## src/bpm_pkg.sv

```systemverilog
package bpm_pkg;

   localparam int DEBOUNCE_WIDTH = 8;
   localparam int TICK_WIDTH     = 16;
   localparam int CSR_IDX_WIDTH  = 2;
   localparam int CSR_DATA_WIDTH = 16;

   localparam logic [TICK_WIDTH-1:0] TICK_MAX = {TICK_WIDTH{1'b1}};

   localparam logic [DEBOUNCE_WIDTH-1:0] DEBOUNCE_RESET   = 8'd20;
   localparam logic [TICK_WIDTH-1:0]     LONG_PRESS_RESET = 16'd2000;
   localparam logic [TICK_WIDTH-1:0]     REVERT_RESET     = 16'd30000;

   localparam logic [CSR_IDX_WIDTH-1:0] REG_DEBOUNCE   = 2'd0;
   localparam logic [CSR_IDX_WIDTH-1:0] REG_LONG_PRESS = 2'd1;
   localparam logic [CSR_IDX_WIDTH-1:0] REG_REVERT     = 2'd2;

   localparam logic [1:0] ACT_NONE            = 2'd0;
   localparam logic [1:0] ACT_CHANGE_OVERRIDE = 2'd1;
   localparam logic [1:0] ACT_HOT_WATER       = 2'd2;

   typedef struct packed {
      logic [TICK_WIDTH-1:0]     revert_ticks;
      logic [TICK_WIDTH-1:0]     long_press_ticks;
      logic [DEBOUNCE_WIDTH-1:0] debounce_ticks;
   } cfg_type;

   // Packed so that action sits in the lowest bits.
   typedef struct packed {
      logic       long_now;
      logic       pressed_now;
      logic       override_mode;
      logic [1:0] action;
   } rsp_type;

endpackage

```

## src/button_press_mode_controller.sv

```systemverilog
// Throughput: one tick beat per cycle while rsp_tready holds, set by the input register
// feeding a single pass of counter and flag logic into the result register; a beat in
// the input register waits there while the result register is full and not drained.
// Reset: synchronous, active high; the config registers return to their default values,
// the counters and flags clear and the mode bit is set.
module button_press_mode_controller (
   input  logic                                clock,
   input  logic                                reset,
   input  logic                                req_tvalid,
   output logic                                req_tready,
   input  logic [7:0]                          req_tdata,   // [0] pin_level
   output logic                                rsp_tvalid,
   input  logic                                rsp_tready,
   // [1:0] action, [2] override_mode, [3] pressed_now, [4] long_now
   output logic [7:0]                          rsp_tdata,
   input  logic                                csr_valid,
   output logic                                csr_ready,
   input  logic [bpm_pkg::CSR_IDX_WIDTH-1:0]   csr_index,
   input  logic [bpm_pkg::CSR_DATA_WIDTH-1:0]  csr_data
);

   logic             in_valid_ff;
   logic             pin_ff;
   logic             rsp_valid_ff;
   bpm_pkg::rsp_type rsp_ff;
   bpm_pkg::rsp_type step_result;
   bpm_pkg::cfg_type cfg;
   logic             advance;

   assign advance    = in_valid_ff && (!rsp_valid_ff || rsp_tready);
   assign req_tready = !in_valid_ff || advance;
   assign csr_ready  = 1'b1;

   bpm_csr u_csr (
      .clock    (clock),
      .reset    (reset),
      .wr_en    (csr_valid),
      .wr_index (csr_index),
      .wr_data  (csr_data),
      .cfg      (cfg)
   );

   bpm_step u_step (
      .clock     (clock),
      .reset     (reset),
      .step_en   (advance),
      .pin_level (pin_ff),
      .cfg       (cfg),
      .result    (step_result)
   );

   always_ff @(posedge clock) begin
      if (reset) begin
         in_valid_ff  <= 1'b0;
         rsp_valid_ff <= 1'b0;
      end else begin
         if (req_tready) begin
            in_valid_ff <= req_tvalid;
         end
         if (advance) begin
            rsp_valid_ff <= 1'b1;
         end else if (rsp_tready) begin
            rsp_valid_ff <= 1'b0;
         end
      end
   end

   always_ff @(posedge clock) begin
      if (req_tvalid && req_tready) begin
         pin_ff <= req_tdata[0];
      end
      if (advance) begin
         rsp_ff <= step_result;
      end
   end

   assign rsp_tvalid = rsp_valid_ff;
   assign rsp_tdata  = {3'b000, rsp_ff};

endmodule

```

## src/bpm_csr.sv

```systemverilog
module bpm_csr (
   input  logic                                 clock,
   input  logic                                 reset,
   input  logic                                 wr_en,
   input  logic [bpm_pkg::CSR_IDX_WIDTH-1:0]    wr_index,
   input  logic [bpm_pkg::CSR_DATA_WIDTH-1:0]   wr_data,
   output bpm_pkg::cfg_type                     cfg
);

   bpm_pkg::cfg_type cfg_ff;
   bpm_pkg::cfg_type cfg_in;

   always_comb begin
      cfg_in = cfg_ff;
      if (wr_en) begin
         case (wr_index)
            bpm_pkg::REG_DEBOUNCE: begin
               cfg_in.debounce_ticks = wr_data[bpm_pkg::DEBOUNCE_WIDTH-1:0];
            end
            bpm_pkg::REG_LONG_PRESS: begin
               cfg_in.long_press_ticks = wr_data[bpm_pkg::TICK_WIDTH-1:0];
            end
            bpm_pkg::REG_REVERT: begin
               cfg_in.revert_ticks = wr_data[bpm_pkg::TICK_WIDTH-1:0];
            end
            default: begin
               cfg_in = cfg_ff;
            end
         endcase
      end
   end

   always_ff @(posedge clock) begin
      if (reset) begin
         cfg_ff.debounce_ticks   <= bpm_pkg::DEBOUNCE_RESET;
         cfg_ff.long_press_ticks <= bpm_pkg::LONG_PRESS_RESET;
         cfg_ff.revert_ticks     <= bpm_pkg::REVERT_RESET;
      end else begin
         cfg_ff <= cfg_in;
      end
   end

   assign cfg = cfg_ff;

endmodule

```

## src/bpm_step.sv

```systemverilog
module bpm_step (
   input  logic              clock,
   input  logic              reset,
   input  logic              step_en,
   input  logic              pin_level,
   input  bpm_pkg::cfg_type  cfg,
   output bpm_pkg::rsp_type  result
);

   logic [bpm_pkg::DEBOUNCE_WIDTH-1:0] integ_ff, integ_in;
   logic                               pressed_ff, pressed_in;
   logic [bpm_pkg::TICK_WIDTH-1:0]     held_ff, held_in;
   logic [bpm_pkg::TICK_WIDTH-1:0]     idle_ff, idle_in;
   logic                               prev_pressed_ff;
   logic                               prev_long_ff;
   logic                               mode_ff, mode_in;
   logic                               is_long;
   logic [1:0]                         action;

   always_comb begin
      integ_in = integ_ff;
      if (pin_level) begin
         if (integ_ff < cfg.debounce_ticks) begin
            integ_in = integ_ff + 1'b1;
         end
      end else if (integ_ff != '0) begin
         integ_in = integ_ff - 1'b1;
      end

      pressed_in = pressed_ff;
      if (integ_in == '0) begin
         pressed_in = 1'b1;
      end else if (integ_in >= cfg.debounce_ticks) begin
         pressed_in = 1'b0;
      end

      if (pressed_in) begin
         held_in = (held_ff == bpm_pkg::TICK_MAX) ? held_ff : held_ff + 1'b1;
         idle_in = '0;
         is_long = (held_in >= cfg.long_press_ticks);
      end else begin
         held_in = '0;
         idle_in = (idle_ff == bpm_pkg::TICK_MAX) ? idle_ff : idle_ff + 1'b1;
         is_long = 1'b0;
      end

      mode_in = mode_ff;
      if (is_long && !prev_long_ff) begin
         mode_in = !mode_ff;
      end
      if (idle_in >= cfg.revert_ticks) begin
         mode_in = 1'b1;
      end

      action = bpm_pkg::ACT_NONE;
      if (!pressed_in && prev_pressed_ff && !prev_long_ff) begin
         action = mode_in ? bpm_pkg::ACT_CHANGE_OVERRIDE : bpm_pkg::ACT_HOT_WATER;
      end
   end

   always_ff @(posedge clock) begin
      if (reset) begin
         integ_ff        <= '0;
         pressed_ff      <= 1'b0;
         held_ff         <= '0;
         idle_ff         <= '0;
         prev_pressed_ff <= 1'b0;
         prev_long_ff    <= 1'b0;
         mode_ff         <= 1'b1;
      end else if (step_en) begin
         integ_ff        <= integ_in;
         pressed_ff      <= pressed_in;
         held_ff         <= held_in;
         idle_ff         <= idle_in;
         prev_pressed_ff <= pressed_in;
         prev_long_ff    <= is_long;
         mode_ff         <= mode_in;
      end
   end

   assign result.action        = action;
   assign result.override_mode = mode_in;
   assign result.pressed_now   = pressed_in;
   assign result.long_now      = is_long;

endmodule

```

## config.mk

```make
export PLATFORM = sky130hd
export DESIGN_NAME = button_press_mode_controller
export DESIGN_NICKNAME = d
export VERILOG_FILES = /design/src/bpm_pkg.sv /design/src/button_press_mode_controller.sv /design/src/bpm_csr.sv /design/src/bpm_step.sv
export SDC_FILE = /design/constraint.sdc
export NUM_CORES = 1
export LEC_CHECK = 0
export ABC_AREA = 1
export BUFFER_PORTS_ARGS = -buffer_cell sky130_fd_sc_hd__buf_2
export CAP_MARGIN = 0
export CORE_MARGIN = 4
export CORE_UTILIZATION = 61
export CTS_CLUSTER_DIAMETER = 200
export DETAILED_ROUTE_END_ITERATION = 6
export PLACE_DENSITY = 0.81
export SLEW_MARGIN = 10
export SYNTH_ARGS = -nofsm -noshare
export SYNTH_HDL_FRONTEND = slang
export SYNTH_SLANG_ARGS = --single-unit
```

## constraint.sdc

```tcl
create_clock -name clock -period 5.1 [get_ports clock]
set_clock_uncertainty 0.2 [all_clocks]
set_input_delay 0.51 -clock clock [delete_from_list [all_inputs] [get_ports clock]]
set_output_delay 0.51 -clock clock [all_outputs]
set_load 0.02 [all_outputs]
```

## Yosys cells after proc, flatten, opt, wreduce, memory -nomap -nowiden

Cells that the tools add are included.

- Bits in latches: 0
- Output and inout port bits: 11
- Bits in registers: 91
- Memories: 0
- Bits of input ports: 31
- Bits in writable memories: 0
- Logic and storage cells: 62
- Memory bits (read-only): 0

- Reduce and logical (&&, ||, !) cells: 19
- Multiplexer cells: 15
- Equal/unequal tests: 4
- Shifts and indexed selects: 0
- Multiply operators: 0
- Magnitude comparators: 4
- Div/mod/pow operators: 0
- Add/sub/neg operators: 4
- Bitwise operators: 0

Operators by type and width:

| cell | number |
|---|---|
| 16-bit two-way mux | 4 |
| 16-bit by 1-bit adder with 16-bit output, second input constant | 2 |
| 16-bit == test, second input constant | 2 |
| 16-bit >= comparator | 2 |
| 8-bit two-way mux | 3 |
| 8-bit by 1-bit adder with 8-bit output, second input constant | 1 |
| 8-bit >= comparator | 1 |
| 8-bit zero test | 1 |
| 8-bit less-than comparator | 1 |
| 8-bit nonzero test | 1 |
| 8-bit by 1-bit subtractor with 8-bit output, second input constant | 1 |
| 1-bit two-way mux | 7 |
| 2-bit AND reduction | 3 |
| 1-bit logical AND | 5 |
| 1-bit zero test | 5 |
| 2-bit by 1-bit == test with 1-bit output, second input constant | 1 |
| 2-bit == test, second input constant | 1 |
| 2-bit zero test | 1 |
| 1-bit logical OR | 2 |
| 2-bit two-way mux | 1 |
| 2-bit nonzero test | 1 |

## Logic depth before layout (Yosys ltp)

Gate-level depths: netlist of run 1.

- Depth in word-level cells: 11
- Gate-level depth with buffers: 34
- Mapped depth without buffers: 33

## Modules after synthesis

A second synthesis of run 1 with hierarchy kept.

- Cells, all modules: 928
- Area, all modules: 6,112.1 um^2

Modules (own cells, without submodules):

| module | times used | area an instance (um^2) | seq. area each (um^2) | cells each |
|---|---|---|---|---|
| bpm_step | 1 | 4,219.0 | 860.8 | 672 |
| bpm_csr | 1 | 1,584.0 | 800.8 | 232 |
| button_press_mode_controller | 1 | 309.0 | 220.2 | 24 |

## Worst setup path before layout of run 1

No wires, ideal clock.

- Path kind: flip-flop to flip-flop
- Start: reg u_step.integ_ff[6] in the netlist's numbering
- End: reg rsp_ff, in the netlist rsp_tdata[0] (data pin)
- Period minus slack after synthesis: 4,436 ps
- Path slack: 664 ps
- Library setup time: 250 ps
- Buffers on the path: 1
- Data arrival time: 3,987 ps
- Cell stages (with the launch flop): 33
- Cells stage by stage: dfxtp_1 -> ha_1 -> nand2_1 -> inv_2 -> nand2_1 -> nand2_1 -> nor3_2 -> nand2_1 -> nand2_1 -> nand3_1 -> nand2_1 -> inv_1 -> ha_1 -> nand2_1 -> inv_1 -> nand3_1 -> o311ai_0 -> nand2_4 -> inv_4 -> buf_2 -> nand2_1 -> inv_1 -> ha_1 -> a21oi_1 -> o31ai_1 -> nand2_1 -> o211ai_1 -> nand2_1 -> o2111ai_1 -> a31oi_1 -> nand3_1 -> nand2_1 -> inv_1

- Elaborated cells between the ends (all ways): 21

RTL lines:

| item | line | text |
|---|---|---|
| start, declared | bpm_step.sv:10 | `logic [bpm_pkg::DEBOUNCE_WIDTH-1:0] integ_ff, integ_in;` |
| start signal, assigned | bpm_step.sv:71 | `integ_ff <= integ_in;` |
| 8-bit by 1-bit subtractor with 8-bit output (tied with other cells) | bpm_step.sv:27 | `integ_in = integ_ff - 1'b1;` |
| 8-bit two-way mux (on tied branches) | bpm_step.sv:26, bpm_step.sv:23 |  |
| 8-bit two-way mux (*) | bpm_step.sv:22 | `if (pin_level) begin` |
| net u_step.integ_in (one bit) | bpm_step.sv:10 |  |
| 8-bit >= comparator | bpm_step.sv:33 | `end else if (integ_in >= cfg.debounce_ticks) begin` |
| 1-bit two-way mux | bpm_step.sv:33 |  |
| 1-bit two-way mux (*) | bpm_step.sv:31 | `if (integ_in == '0) begin` |
| net u_step.pressed_in | bpm_step.sv:11 | `logic pressed_ff, pressed_in;` |
| 16-bit two-way mux (*) | bpm_step.sv:37 | `if (pressed_in) begin` |
| net u_step.idle_in (one bit) | bpm_step.sv:13 | `logic [bpm_pkg::TICK_WIDTH-1:0] idle_ff, idle_in;` |
| 16-bit >= comparator (*) | bpm_step.sv:51 | `if (idle_in >= cfg.revert_ticks) begin` |
| 1-bit two-way mux (*) | bpm_step.sv:51 |  |
| net u_step.mode_in | bpm_step.sv:16 | `logic mode_ff, mode_in;` |
| 2-bit two-way mux (*) | bpm_step.sv:57 | `action = mode_in ? bpm_pkg::ACT_CHANGE_OVERRIDE : bpm_pkg::ACT_HOT_WATER;` |
| end signal, assigned | button_press_mode_controller.sv:73 | `rsp_ff <= step_result;` |
| end, declared | button_press_mode_controller.sv:25 | `bpm_pkg::rsp_type rsp_ff;` |

The timed path passes the listed nets; every way through them passes the cells marked *.
A chain may end at the register's enable or synchronous reset.

## Worst setup path in the final report of run 1

- Start: reg u_csr.cfg_ff, in the netlist u_csr.cfg[6]
- End: reg rsp_ff, in the netlist rsp_tdata[0] (data pin)

- Elaborated cells between the ends (all ways): 17

RTL lines:

| item | line | text |
|---|---|---|
| start, declared | bpm_csr.sv:10 | `bpm_pkg::cfg_type cfg_ff;` |
| start signal, assigned | bpm_csr.sv:39 | `cfg_ff <= cfg_in;` |
| 8-bit less-than comparator (*) | bpm_step.sv:23 | `if (integ_ff < cfg.debounce_ticks) begin` |
| 8-bit two-way mux (*) | bpm_step.sv:23 |  |
| 8-bit two-way mux (*) | bpm_step.sv:22 |  |
| net u_step.integ_in (one bit) | bpm_step.sv:10 |  |
| 8-bit >= comparator | bpm_step.sv:33 |  |
| 1-bit two-way mux | bpm_step.sv:33 |  |
| 1-bit two-way mux (*) | bpm_step.sv:31 |  |
| net u_step.pressed_in | bpm_step.sv:11 |  |
| 16-bit two-way mux (*) | bpm_step.sv:37 |  |
| net u_step.idle_in (one bit) | bpm_step.sv:13 |  |
| 16-bit >= comparator (*) | bpm_step.sv:51 |  |
| 1-bit two-way mux (*) | bpm_step.sv:51 |  |
| net u_step.mode_in | bpm_step.sv:16 |  |
| 2-bit two-way mux (*) | bpm_step.sv:57 |  |

Marked as above.

==> flow_summary_export.csv, run 1 <==
group,metric,value,unit
outcome,outcome,"finished with violations",
outcome,violations,"design-rule violations",
clock_tree,cts_sinks,91,
setup_path,critPathBufInv,8,
die,row_count,35,
logic_synthesis,synth_ff_type,"dfxtp_1",
cells_and_area,syn_to_final_growth,8.994,%
logic_synthesis,netlist_instances,835,
cells_and_area,drive_above_1_share,14.73,%
die,die_x,106.0,um
clock_tree,cts_buffer_depth,2,
cells_and_area,antennaDiodeCount,0,
die,io_pins,42,
setup_path,endpoint_kind,"flop",
cells_and_area,stdcell_area,6384,sq um
routing,wl,13.66,mm
sta,max_freq,205.4,MHz
routing,highest_layer,"met4",
cells_and_area,layout_commonest_cell,"nand2_1",
setup_path,required,5.03,ns
routing,vias,5433,
clock_tree,cts_buffers,9,
sta,final-max-slew-violation-count,0,
routing,m1WireLength,6.139,mm
setup_path,worstPathArrival,4.80,ns
cells_and_area,nFillCells,813,
global_routing,grtUsageTotal,24.67,%
die,die_y,106.0,um
routing,avgRoutedWirePerCell,13.78,um
sta,period_needed,4.869,ns
logic_synthesis,ys_seq_area_share,32.13,%
placed_design,placed_cell_area,6100,sq um
cells_and_area,fin_nets,940,
logic_synthesis,netlist_area,5857,sq um
logic_synthesis,ys.warnings.count,0,
power,power.total,1.565,mW
global_routing,grt_max_degree,45,
placed_design,hpwl,9.903,mm
sta,setup_violations,0,
logic_synthesis,avgSynthCellArea,7.014,sq um
setup_path,slowest_delay,0.32,ns
setup_path,critPathSlowestCell,"dfxtp_1",
sta,finalCritPeriodShare,95.48,%
cells_and_area,regArea,1884,sq um
placed_design,gp_congestion,0.8802,
global_routing,grt_pass1_wl,23.00,mm
die,die-area,11230,sq um
routing,ant_nets,0,
power,leakage,2.981,nW
sta,fin_ws,0.2307,ns
routing,wl_met3,636,um
logic_synthesis,async_flop_share,0,%
routing,drt_iter0_markers,311,
routing,routed_via_density,5.482,
setup_path,cp_max_fo,13,
logic_synthesis,synth_cell_type_count,41,
flow_run,cap_violations,0,
sta,hold-worst-slack,0.1269,ns
sta,slew_headroom,45.21,%
clock_tree,cts_tree,"done",
setup_path,crit_family,"simple AND/OR/NAND/NOR gates",
placed_design,io_buffers,30,
logic_synthesis,ys_ff_latch,91,
power,power_density,245.1,nW/um^2
die,start_util,63.09,%
placed_design,dp.cells,975,
global_routing,antenna_found_initial,0,
sta,setup_tns,0,ns
cells_and_area,final_cell_mix,"nand2_1 (150), inv_1 (137), a21oi_1 (90)",
sta,hold_violations,0,
placed_design,pre_cts_ws,0.1700,ns
setup_path,cp_common_cell,"nand2_1",
cells_and_area,utilization,68.76,%
setup_path,setup.worst_path.class,"reg -> reg",
clock_tree,cts.htree.levels,3,
setup_path,start_kind,"flop",
routing,drc_errors,1,
cells_and_area,stdcell_count,991,
clock_tree,root_buffer,"clkbuf_8",
global_routing,grt_overflow,0,
global_routing,grt_pass1_vias,5020,
cells_and_area,multi_input_area,3359,sq um
clock_tree,clkSlewWorstSetupHoldPaths,0.09,ns
logic_synthesis,synth_edf_count,6,
sta,worstMarginPinSlew,0.8210,ns
worst_hold_path,hold_class,"in -> reg",
power,vdd_drop_max,166.3,uV
routing,dr.pass1.iters,7,
clock_tree,cts_setup_buffers,0,
clock_tree,clock_latency,0.37,ns
die,core-area,9284,sq um
routing,wl_met2,6.676,mm
==> Yosys cell counts (2+ instances only) <==
| cell type | n | area, sq um |
|---|---|---|
| nand2_4 | 2 | 22.52 |
| o211ai_1 | 17 | 127.6 |
| buf_4 | 5 | 37.54 |
| o21ai_0 | 75 | 375.4 |
| o21a_1 | 4 | 30.03 |
| nor3_1 | 16 | 80.08 |
| nor3_2 | 3 | 30.03 |
| a21oi_2 | 9 | 78.83 |
| conb_1 | 2 | 7.510 |
| xnor2_1 | 2 | 17.52 |
| buf_6 | 2 | 22.52 |
| inv_2 | 6 | 22.52 |
| a21oi_1 | 93 | 465.5 |
| edfxtp_1 | 6 | 180.2 |
| clkbuf_1 | 23 | 86.33 |
| inv_1 | 140 | 525.5 |
| o21ai_1 | 2 | 10.01 |
| nand3_2 | 5 | 50.05 |
| nand3_1 | 31 | 155.2 |
| nand4_1 | 5 | 31.28 |
| nor2_1 | 45 | 168.9 |
| dfxtp_1 | 85 | 1702 |
| a31oi_1 | 2 | 12.51 |
| xor2_1 | 13 | 113.9 |
| ha_1 | 52 | 650.6 |
| nand2_1 | 153 | 574.3 |
| nand2_2 | 18 | 112.6 |
| nor2_2 | 3 | 18.77 |
| nor4_1 | 3 | 18.77 |
| o311ai_0 | 2 | 17.52 |
==> area by class of cell <==
| class | count | area share, % |
|---|---|---|
| sequential | 91 | 29.52 |
| clock buffer | 10 | 1.999 |
| tap | 129 | 2.528 |
| clock inverter | 6 | 0.8036 |
| inverter | 147 | 8.683 |
| multi-input combinational | 567 | 52.63 |
| timing repair buffer | 41 | 3.842 |
==> power by group <==
part / internal, mW / switching [mW] / total, mW
Combinational: 0.117 / 0.217 / 0.334
Clock: 0.183 / 0.274 / 0.458
Sequential: 0.752 / 0.0206 / 0.773
Total: 1.05 / 0.512 / 1.56
==> cell families (layout without fill, tap and decap cells) <==
| group | after synthesis | in the layout | share of synthesized area (%) |
|---|---|---|---|
| xor gates and xnor gates | 15 | 15 | 2.243 |
| and+or+nand+nor | 288 | 288 | 22.35 |
| DFF | 91 | 91 | 32.13 |
| AOI/OAI and AO/OA | 208 | 208 | 19.65 |
| buffers and inverters | 179 | 204 | 12.39 |
| adders and majority gates | 52 | 52 | 11.11 |
| other | 2 | 4 | 0.1282 |
==> repair_timing <==
action	in CTS	in global routing
hold buffers	0	0
resized for setup	0	29
endpoints found under the setup margin	0	4
==> worst paths after layout <==
path,startpoint,to,slack (ns),cells after the start
max,u_csr.cfg[6],rsp_tdata[0],0.23,34
min,req_tdata[0],pin_ff,0.13,1
max reg2reg,u_csr.cfg[6],rsp_tdata[0],0.23,34
min reg2reg,u_csr.cfg[19],u_csr.cfg[19],0.27,2
==> routing by layer <==
layer | up-vias | GRT usage, %
met2 | 131 | 42.71
met5 | - | 0
li1 | 2762 | -
met3 | 24 | 3.157
met1 | 2516 | 32.46
met4 | 0 | 6.475
==> registers in the layout (all words and copies together) (netlist names) <==
register,cells
pin_ff,1
rsp_tvalid,1
u_step.mode_ff,1
in_valid_ff,1
u_step.prev_pressed_ff,1
u_step.held_ff,16
u_step.prev_long_ff,1
u_csr.cfg,40
u_step.idle_ff,16
u_step.integ_ff,8
rsp_tdata,5
(Power assumes the default switching activity.)
==> run 2: changes to the inputs <==
- ABC_AREA: 1 -> unset
- PLACE_DENSITY: 0.81 -> 0.8
==> run 2 against run 1 <==
Effect of this change: the flow finishes with violations (negative setup slack); global-route usage grew 3.2 points; register-to-register slack lost 0.58 ns; power grew 17%; non-clock buffer count grew 61; sequential cell count is the same; area after synthesis grew 0.85%; critical path type unchanged; via count grew 6.5%; die area grew 0.79%.
==> flow_summary_export.csv, run 2 <==
group,metric,value,unit
sta,final-max-slew-violation-count,0,
logic_synthesis,ys_ff_latch,91,
setup_path,start_kind,"flop",
placed_design,gp_congestion,0.8975,
cells_and_area,fin_nets,912,
setup_path,cp_max_fo,6,
power,power.total,1.826,mW
logic_synthesis,netlist_top_cells_count,"nand2_1 (109), dfxtp_1 (85), nor2_1 (83), ha_1 (52)",
setup_path,required,5.17,ns
sta,period_needed,5.448,ns
routing,vias,5787,
power,vdd_drop_max,140.8,uV
power,power_density,257.7,nW/um^2
routing,ant_nets,0,
logic_synthesis,netlist_instances,756,
global_routing,grt_overflow,0,
clock_tree,root_buffer,"clkbuf_8",
global_routing,grt_pass1_vias,5688,
sta,rsz0062_at_grt,"yes",
cells_and_area,layout_commonest_cell,"nand2_1",
global_routing,grt_max_degree,68,
die,die_x,106.4,um
sta,setup_violations,3,
die,start_util,63.33,%
placed_design,dp.cells,933,
setup_path,ff2ff_path_depth,23,
clock_tree,cts_sinks,91,
die,core-area,9328,sq um
logic_synthesis,synthTopCellsByArea,"dfxtp_1 (29%), ha_1 (11%), nand2_1 (6.9%)",
worst_hold_path,hold_class,"in -> reg",
sta,fin_ws,-0.3479,ns
routing,m1WireLength,6.595,mm
routing,drt_iter0_markers,436,
logic_synthesis,synth_top_area_share,28.81,%
clock_tree,clock_latency,0.37,ns
sta,hold-worst-slack,0.1100,ns
outcome,violations,"negative setup slack",
setup_path,reg2reg_slack,-0.35,ns
clock_tree,cts_buffers,9,
global_routing,grtUsageTotal,27.88,%
routing,dr.pass1.iters,6,
sta,finalCritPeriodShare,106.8,%
routing,avgRoutedWirePerCell,16.08,um
setup_path,worstPathArrival,5.52,ns
setup_path,r2r-end,"u_step.mode_ff",
sta,slew_headroom,40.30,%
sta,max_freq,183.6,MHz
die,io_pins,42,
global_routing,grt_pass1_wl,25.95,mm
setup_path,cp-endpoint,"u_step.mode_ff",
logic_synthesis,netlist_area,5907,sq um
logic_synthesis,synth_cell_type_count,72,
logic_synthesis,yosys.area.top_type,"dfxtp_1",
clock_tree,cts_buffer_depth,2,
cells_and_area,nFillCells,682,
routing,wl_met3,759,um
cells_and_area,final_cell_mix,"nand2_1 (109), dfxtp_1 (79), nor2_1 (78)",
die,die_y,106.4,um
logic_synthesis,async_flop_share,0,%
routing,routed_via_density,6.009,
sta,hold_violations,0,
logic_synthesis,synth_ff_type,"dfxtp_1",
logic_synthesis,yosysMostFrequentCell,"nand2_1",
logic_synthesis,ys.warnings.count,0,
worst_hold_path,min_delay_path_depth,1,
cells_and_area,stdcell_count,963,
logic_synthesis,avgSynthCellArea,7.813,sq um
routing,drc_errors,0,
logic_synthesis,synth_edf_count,6,
setup_path,endpoint_kind,"flop",
global_routing,antenna_found_initial,0,
flow_run,cap_violations,0,
die,die-area,11320,sq um
outcome,outcome,"finished with violations",
routing,highest_layer,"met4",
clock_tree,cts_tree,"done",
cells_and_area,antennaDiodeCount,0,
logic_synthesis,ys_seq_area_share,31.86,%
cells_and_area,drive_above_1_share,21.70,%
placed_design,hpwl,10.75,mm
cells_and_area,largest_register_ffs,40,
cells_and_area,syn_to_final_growth,19.93,%
sta,worstMarginPinSlew,0.8922,ns
clock_tree,cts.htree.levels,3,
clock_tree,clkSlewWorstSetupHoldPaths,0.10,ns
setup_path,setup.worst_path.class,"reg -> reg",
power,leakage,2.919,nW
setup_path,r2r-start,"u_step.integ_ff[2]",
routing,wl_met2,7.742,mm
routing,wl,15.49,mm
die,row_count,35,
placed_design,io_buffers,30,
setup_path,crit_start,"u_step.integ_ff[2]",
-- run 2: cell count changes after synthesis, moves of 11 or more --
cell,previous run,this run
xnor2_1,2,17
or3_1,0,11
nand2_1,153,109
a21oi_1,93,50
nor2_1,45,83
o21ai_0,75,14
inv_1,140,50
nand2_2,18,0
nor2b_1,0,11
-- run 2: per-stage QoR --
step                setup TNS [ns]  cell area (sq um)  utilization [%]  setup WS [ns]
floorplan                  -0.3330               5982                -        -0.2924
CTS                        -0.3276               6900            73.98        -0.2566
finish                     -0.6317               7084            75.95        -0.3479
global route                -1.374               7084            75.95        -0.5364
detailed placement         -0.9312               6535            70.06        -0.4218
global placement           -0.4918               6535            70.06        -0.2720
-- run 2: critical path: stages (launching register included) --
cell	delay, ns
dfxtp_4	0.37
ha_4	0.24
a211oi_2	0.20
o21ai_2	0.11
buf_4	0.14
buf_4	0.13
a21o_1	0.20
or3_1	0.36
a31oi_4	0.23
ha_4	0.17
o21ai_0	0.08
o21ai_1	0.17
a21oi_2	0.09
a21oi_4	0.19
inv_4	0.09
a31o_1	0.21
nor2_1	0.14
ha_1	0.26
a21o_1	0.19
a221o_1	0.42
o41ai_4	0.39
nand3_1	0.11
or4_1	0.47
a31o_1	0.18
-- run 2: report_power, final --
group / switching [mW] / internal [mW]
Clock: 0.268 / 0.325
Combinational: 0.261 / 0.217
Sequential: 0.0137 / 0.741
-- run 2: final cells by class --
cell class	instances	area [sq um]	area share, %
Multi-Input combinational cell	573	3871	54.64
Sequential cell	91	1894	26.74
Timing Repair Buffer	102	719.4	10.16
Inverter	52	197.7	2.791
Tap cell	129	161.4	2.278
Clock buffer	9	123.9	1.749
Clock inverter	7	116.4	1.643
-- run 2: worst min path at each step --
stage,endpoint,start
CTS,pin_ff,req_tdata[0]
global route,pin_ff,req_tdata[0]
floorplan,u_csr.cfg[10],u_csr.cfg[10]
detailed placement,u_csr.cfg[23],u_csr.cfg[23]
finish,pin_ff,req_tdata[0]
global placement,u_csr.cfg[21],u_csr.cfg[21]
-- run 2: what timing repair did --
item,4_1_cts,5_1_grt
pin swaps,3,24
buffers inserted,6,9
endpoints found under the hold margin,0,0
resized for setup,21,26
hold buffers,0,0
setup endpoints to repair,4,4
-- run 2: cell families (layout without fill, tap and decap cells) --
family / after synthesis / after routing / synth area share [%]
DFF: 91 / 91 / 31.86
and+or+nand+nor: 334 / 334 / 27.30
adders and majority gates: 52 / 52 / 11.01
muxes: 4 / 4 / 0.7202
xor gates and xnor gates: 23 / 23 / 3.410
other: 2 / 4 / 0.1271
buffers and inverters: 94 / 170 / 6.482
AOI/OAI and AO/OA: 156 / 156 / 19.09
-- run 2: routing by layer --
layer / up-vias / GRT usage (%)
li1: 2812 / -
met1: 2740 / 33.14
met2: 199 / 49.59
met3: 36 / 4.493
met4: 0 / 11.75
met5: - / 0
==> run 3: changes to the inputs <==
- CORE_MARGIN: 4 -> unset
==> run 3 against run 2 <==
Effect of this change: the run still ends with negative setup slack left; utilization down 2.5 points; routed wire length down 3.2%; sequential power about the same; largest cell class unchanged; maximum frequency up 0.67%; final cell count down 1.1%; cell area down 3.3%.
==> flow_summary_export.csv, run 3 (synthesis gave the netlist of run 2 again) <==
group,metric,value,unit
cells_and_area,layout_commonest_cell,"nand2_1",
routing,avgRoutedWirePerCell,15.75,um
die,io_pins,42,
clock_tree,postCtsHoldBufs,0,
clock_tree,cts_tree,"done",
power,netSwitchingFraction,31.05,%
global_routing,grt_pass1_wl,24.74,mm
clock_tree,clock_latency,0.38,ns
clock_tree,cts.htree.levels,3,
cells_and_area,antennaDiodeCount,0,
power,p_switching,519.4,uW
die,die_x,100.4,um
power,power.total,1.673,mW
routing,routed_via_density,5.999,
placed_design,hpwl,10.70,mm
global_routing,grt_pass1_vias,5363,
setup_path,critPathSlowestCell,"or4_1",
setup_path,setup.worst_path.class,"reg -> reg",
setup_path,worstPathArrival,5.50,ns
cells_and_area,fin_nets,901,
routing,drt_iter0_markers,340,
routing,ant_nets,0,
placed_design,dp.cells,932,
sta,worstMarginPinSlew,0.9025,ns
placed_design,gp_congestion,0.8518,
clock_tree,clkSlewWorstSetupHoldPaths,0.11,ns
routing,dr.pass1.iters,5,
sta,finalCritPeriodShare,106.1,%
die,core-area,9328,sq um
global_routing,antenna_found_initial,0,
global_routing,grt_overflow,0,
die,row_count,35,
outcome,violations,"negative setup slack",
die,start_util,63.33,%
global_routing,grt_max_degree,68,
die,die_y,100.4,um
die,die-area,10080,sq um
clock_tree,cts_sinks,91,
routing,drc_errors,0,
clock_tree,root_buffer,"clkbuf_8",
power,leakage,2.811,nW
placed_design,io_buffers,30,
setup_path,crit_chain,"ha_4 > a211oi_4 > nor2_4 > a211oi_4 > nor2_2 > xnor2_1 > ha_1 > nand2b_4 > a21o_1 > a21o_1 > a211oi_2 > o21ai_1 > a21oi_2 > a21oi_4 > inv_4 > a21oi_2 > ha_1 > a21o_1 > a21o_1 > a221o_1 > o41ai_4 > nand3_1 > or4_1 > a31o_1",
worst_hold_path,hold_class,"in -> reg",
sta,rsz0062_at_grt,"yes",
placed_design,pre_cts_ws,-0.3533,ns
outcome,outcome,"finished with violations",
cells_and_area,nFillCells,715,
sta,final-max-slew-violation-count,0,
sta,slew_headroom,39.61,%
sta,fin_ws,-0.3119,ns
flow_run,cap_violations,0,
cells_and_area,stdcell_count,952,
routing,wl,14.99,mm
setup_path,start_kind,"flop",
cells_and_area,largest_register_ffs,40,
sta,max_freq,184.8,MHz
power,clockPowerShare,29.9,%
sta,period_needed,5.412,ns
power,vdd_drop_max,202.4,uV
cells_and_area,final_cell_mix,"nand2_1 (109), nor2_1 (79), dfxtp_1 (78)",
setup_path,slowest_delay,0.41,ns
setup_path,cp_common_cell,"a21o_1",
global_routing,grtUsageTotal,30.86,%
clock_tree,cts_buffers,9,
clock_tree,cts_buffer_depth,2,
setup_path,cp_max_fo,6,
power,power_frac_comb,25.0,%
sta,setup_violations,3,
power,seqPwrFrac,45.1,%
setup_path,required,5.18,ns
cells_and_area,syn_to_final_growth,16.01,%
sta,hold_violations,0,
power,power_density,244.1,nW/um^2
cells_and_area,drive_above_1_share,19.44,%
sta,setup_tns,-0.6384,ns
routing,vias,5711,
power,p_int,1.154,mW
setup_path,endpoint_kind,"flop",
run 3: what timing repair did:
item | 4_1_cts | 5_1_grt
setup endpoints to repair | 4 | 4
buffers inserted | 3 | 2
pin swaps | 3 | 3
hold endpoints to repair | 0 | 0
gates resized for setup | 10 | 16
run 3: final cells by class:
| type | count | area [sq um] | share of cell area [%] |
|---|---|---|---|
| clock buffer | 11 | 141.4 | 2.063 |
| clock inverter | 5 | 53.80 | 0.7851 |
| inverter | 52 | 197.7 | 2.885 |
| multi-input combinational | 573 | 3795 | 55.38 |
| sequential | 91 | 1896 | 27.66 |
| tap | 129 | 161.4 | 2.355 |
| timing repair buffer | 91 | 608.1 | 8.873 |
run 3: per-layer routing:
layer | track usage [%] | up-vias | routed length [um]
met5 | 0 | - | 0
met4 | 12.93 | 0 | 363
met3 | 3.760 | 31 | 676
met2 | 54.11 | 169 | 7485
met1 | 38.24 | 2718 | 6467
li1 | - | 2793 | -
run 3: worst max-delay path: cells and delay by family, from the launching register on:
family,cells,cell delay (ns)
AOI/OAI and AO/OA,14,2.88
and+or+nand+nor,5,0.79
adders and majority gates,3,0.81
buffers and inverters,1,0.11
xor gates and xnor gates,1,0.18
DFF,1,0.36
run 3: per-stage QoR:
step / utilization (%) / instance area [sq um] / hold slack, ns
detailed placement: 69.98 / 6528 / 0.2471
finish: 73.47 / 6853 / 0.1177
CTS: 72.73 / 6784 / 0.1128
global route: 73.47 / 6853 / 0.1036
global placement: 69.98 / 6528 / 0.2424
floorplan: - / 5982 / 0.2363
run 3: worst paths after layout:
kind	start	to	slack, ns	cells past startpoint
worst max-delay path	u_step.integ_ff[5]	u_step.mode_ff	-0.31	24
worst min register to register	u_csr.cfg[20]	u_csr.cfg[20]	0.26	2
worst min-delay path	req_tdata[0]	pin_ff	0.12	1
worst max register to register	u_step.integ_ff[5]	u_step.mode_ff	-0.31	24
run 3: power groups by stage:
stage          sequential [mW]  combinational, mW  clock [mW]
2_1_floorplan            0.775              0.253           0
3_3_place_gp             0.770              0.373           0
3_5_place_dp             0.771              0.385           0
4_1_cts                  0.754              0.402       0.504
5_1_grt                  0.758              0.455       0.531
6_report                 0.755              0.418       0.500
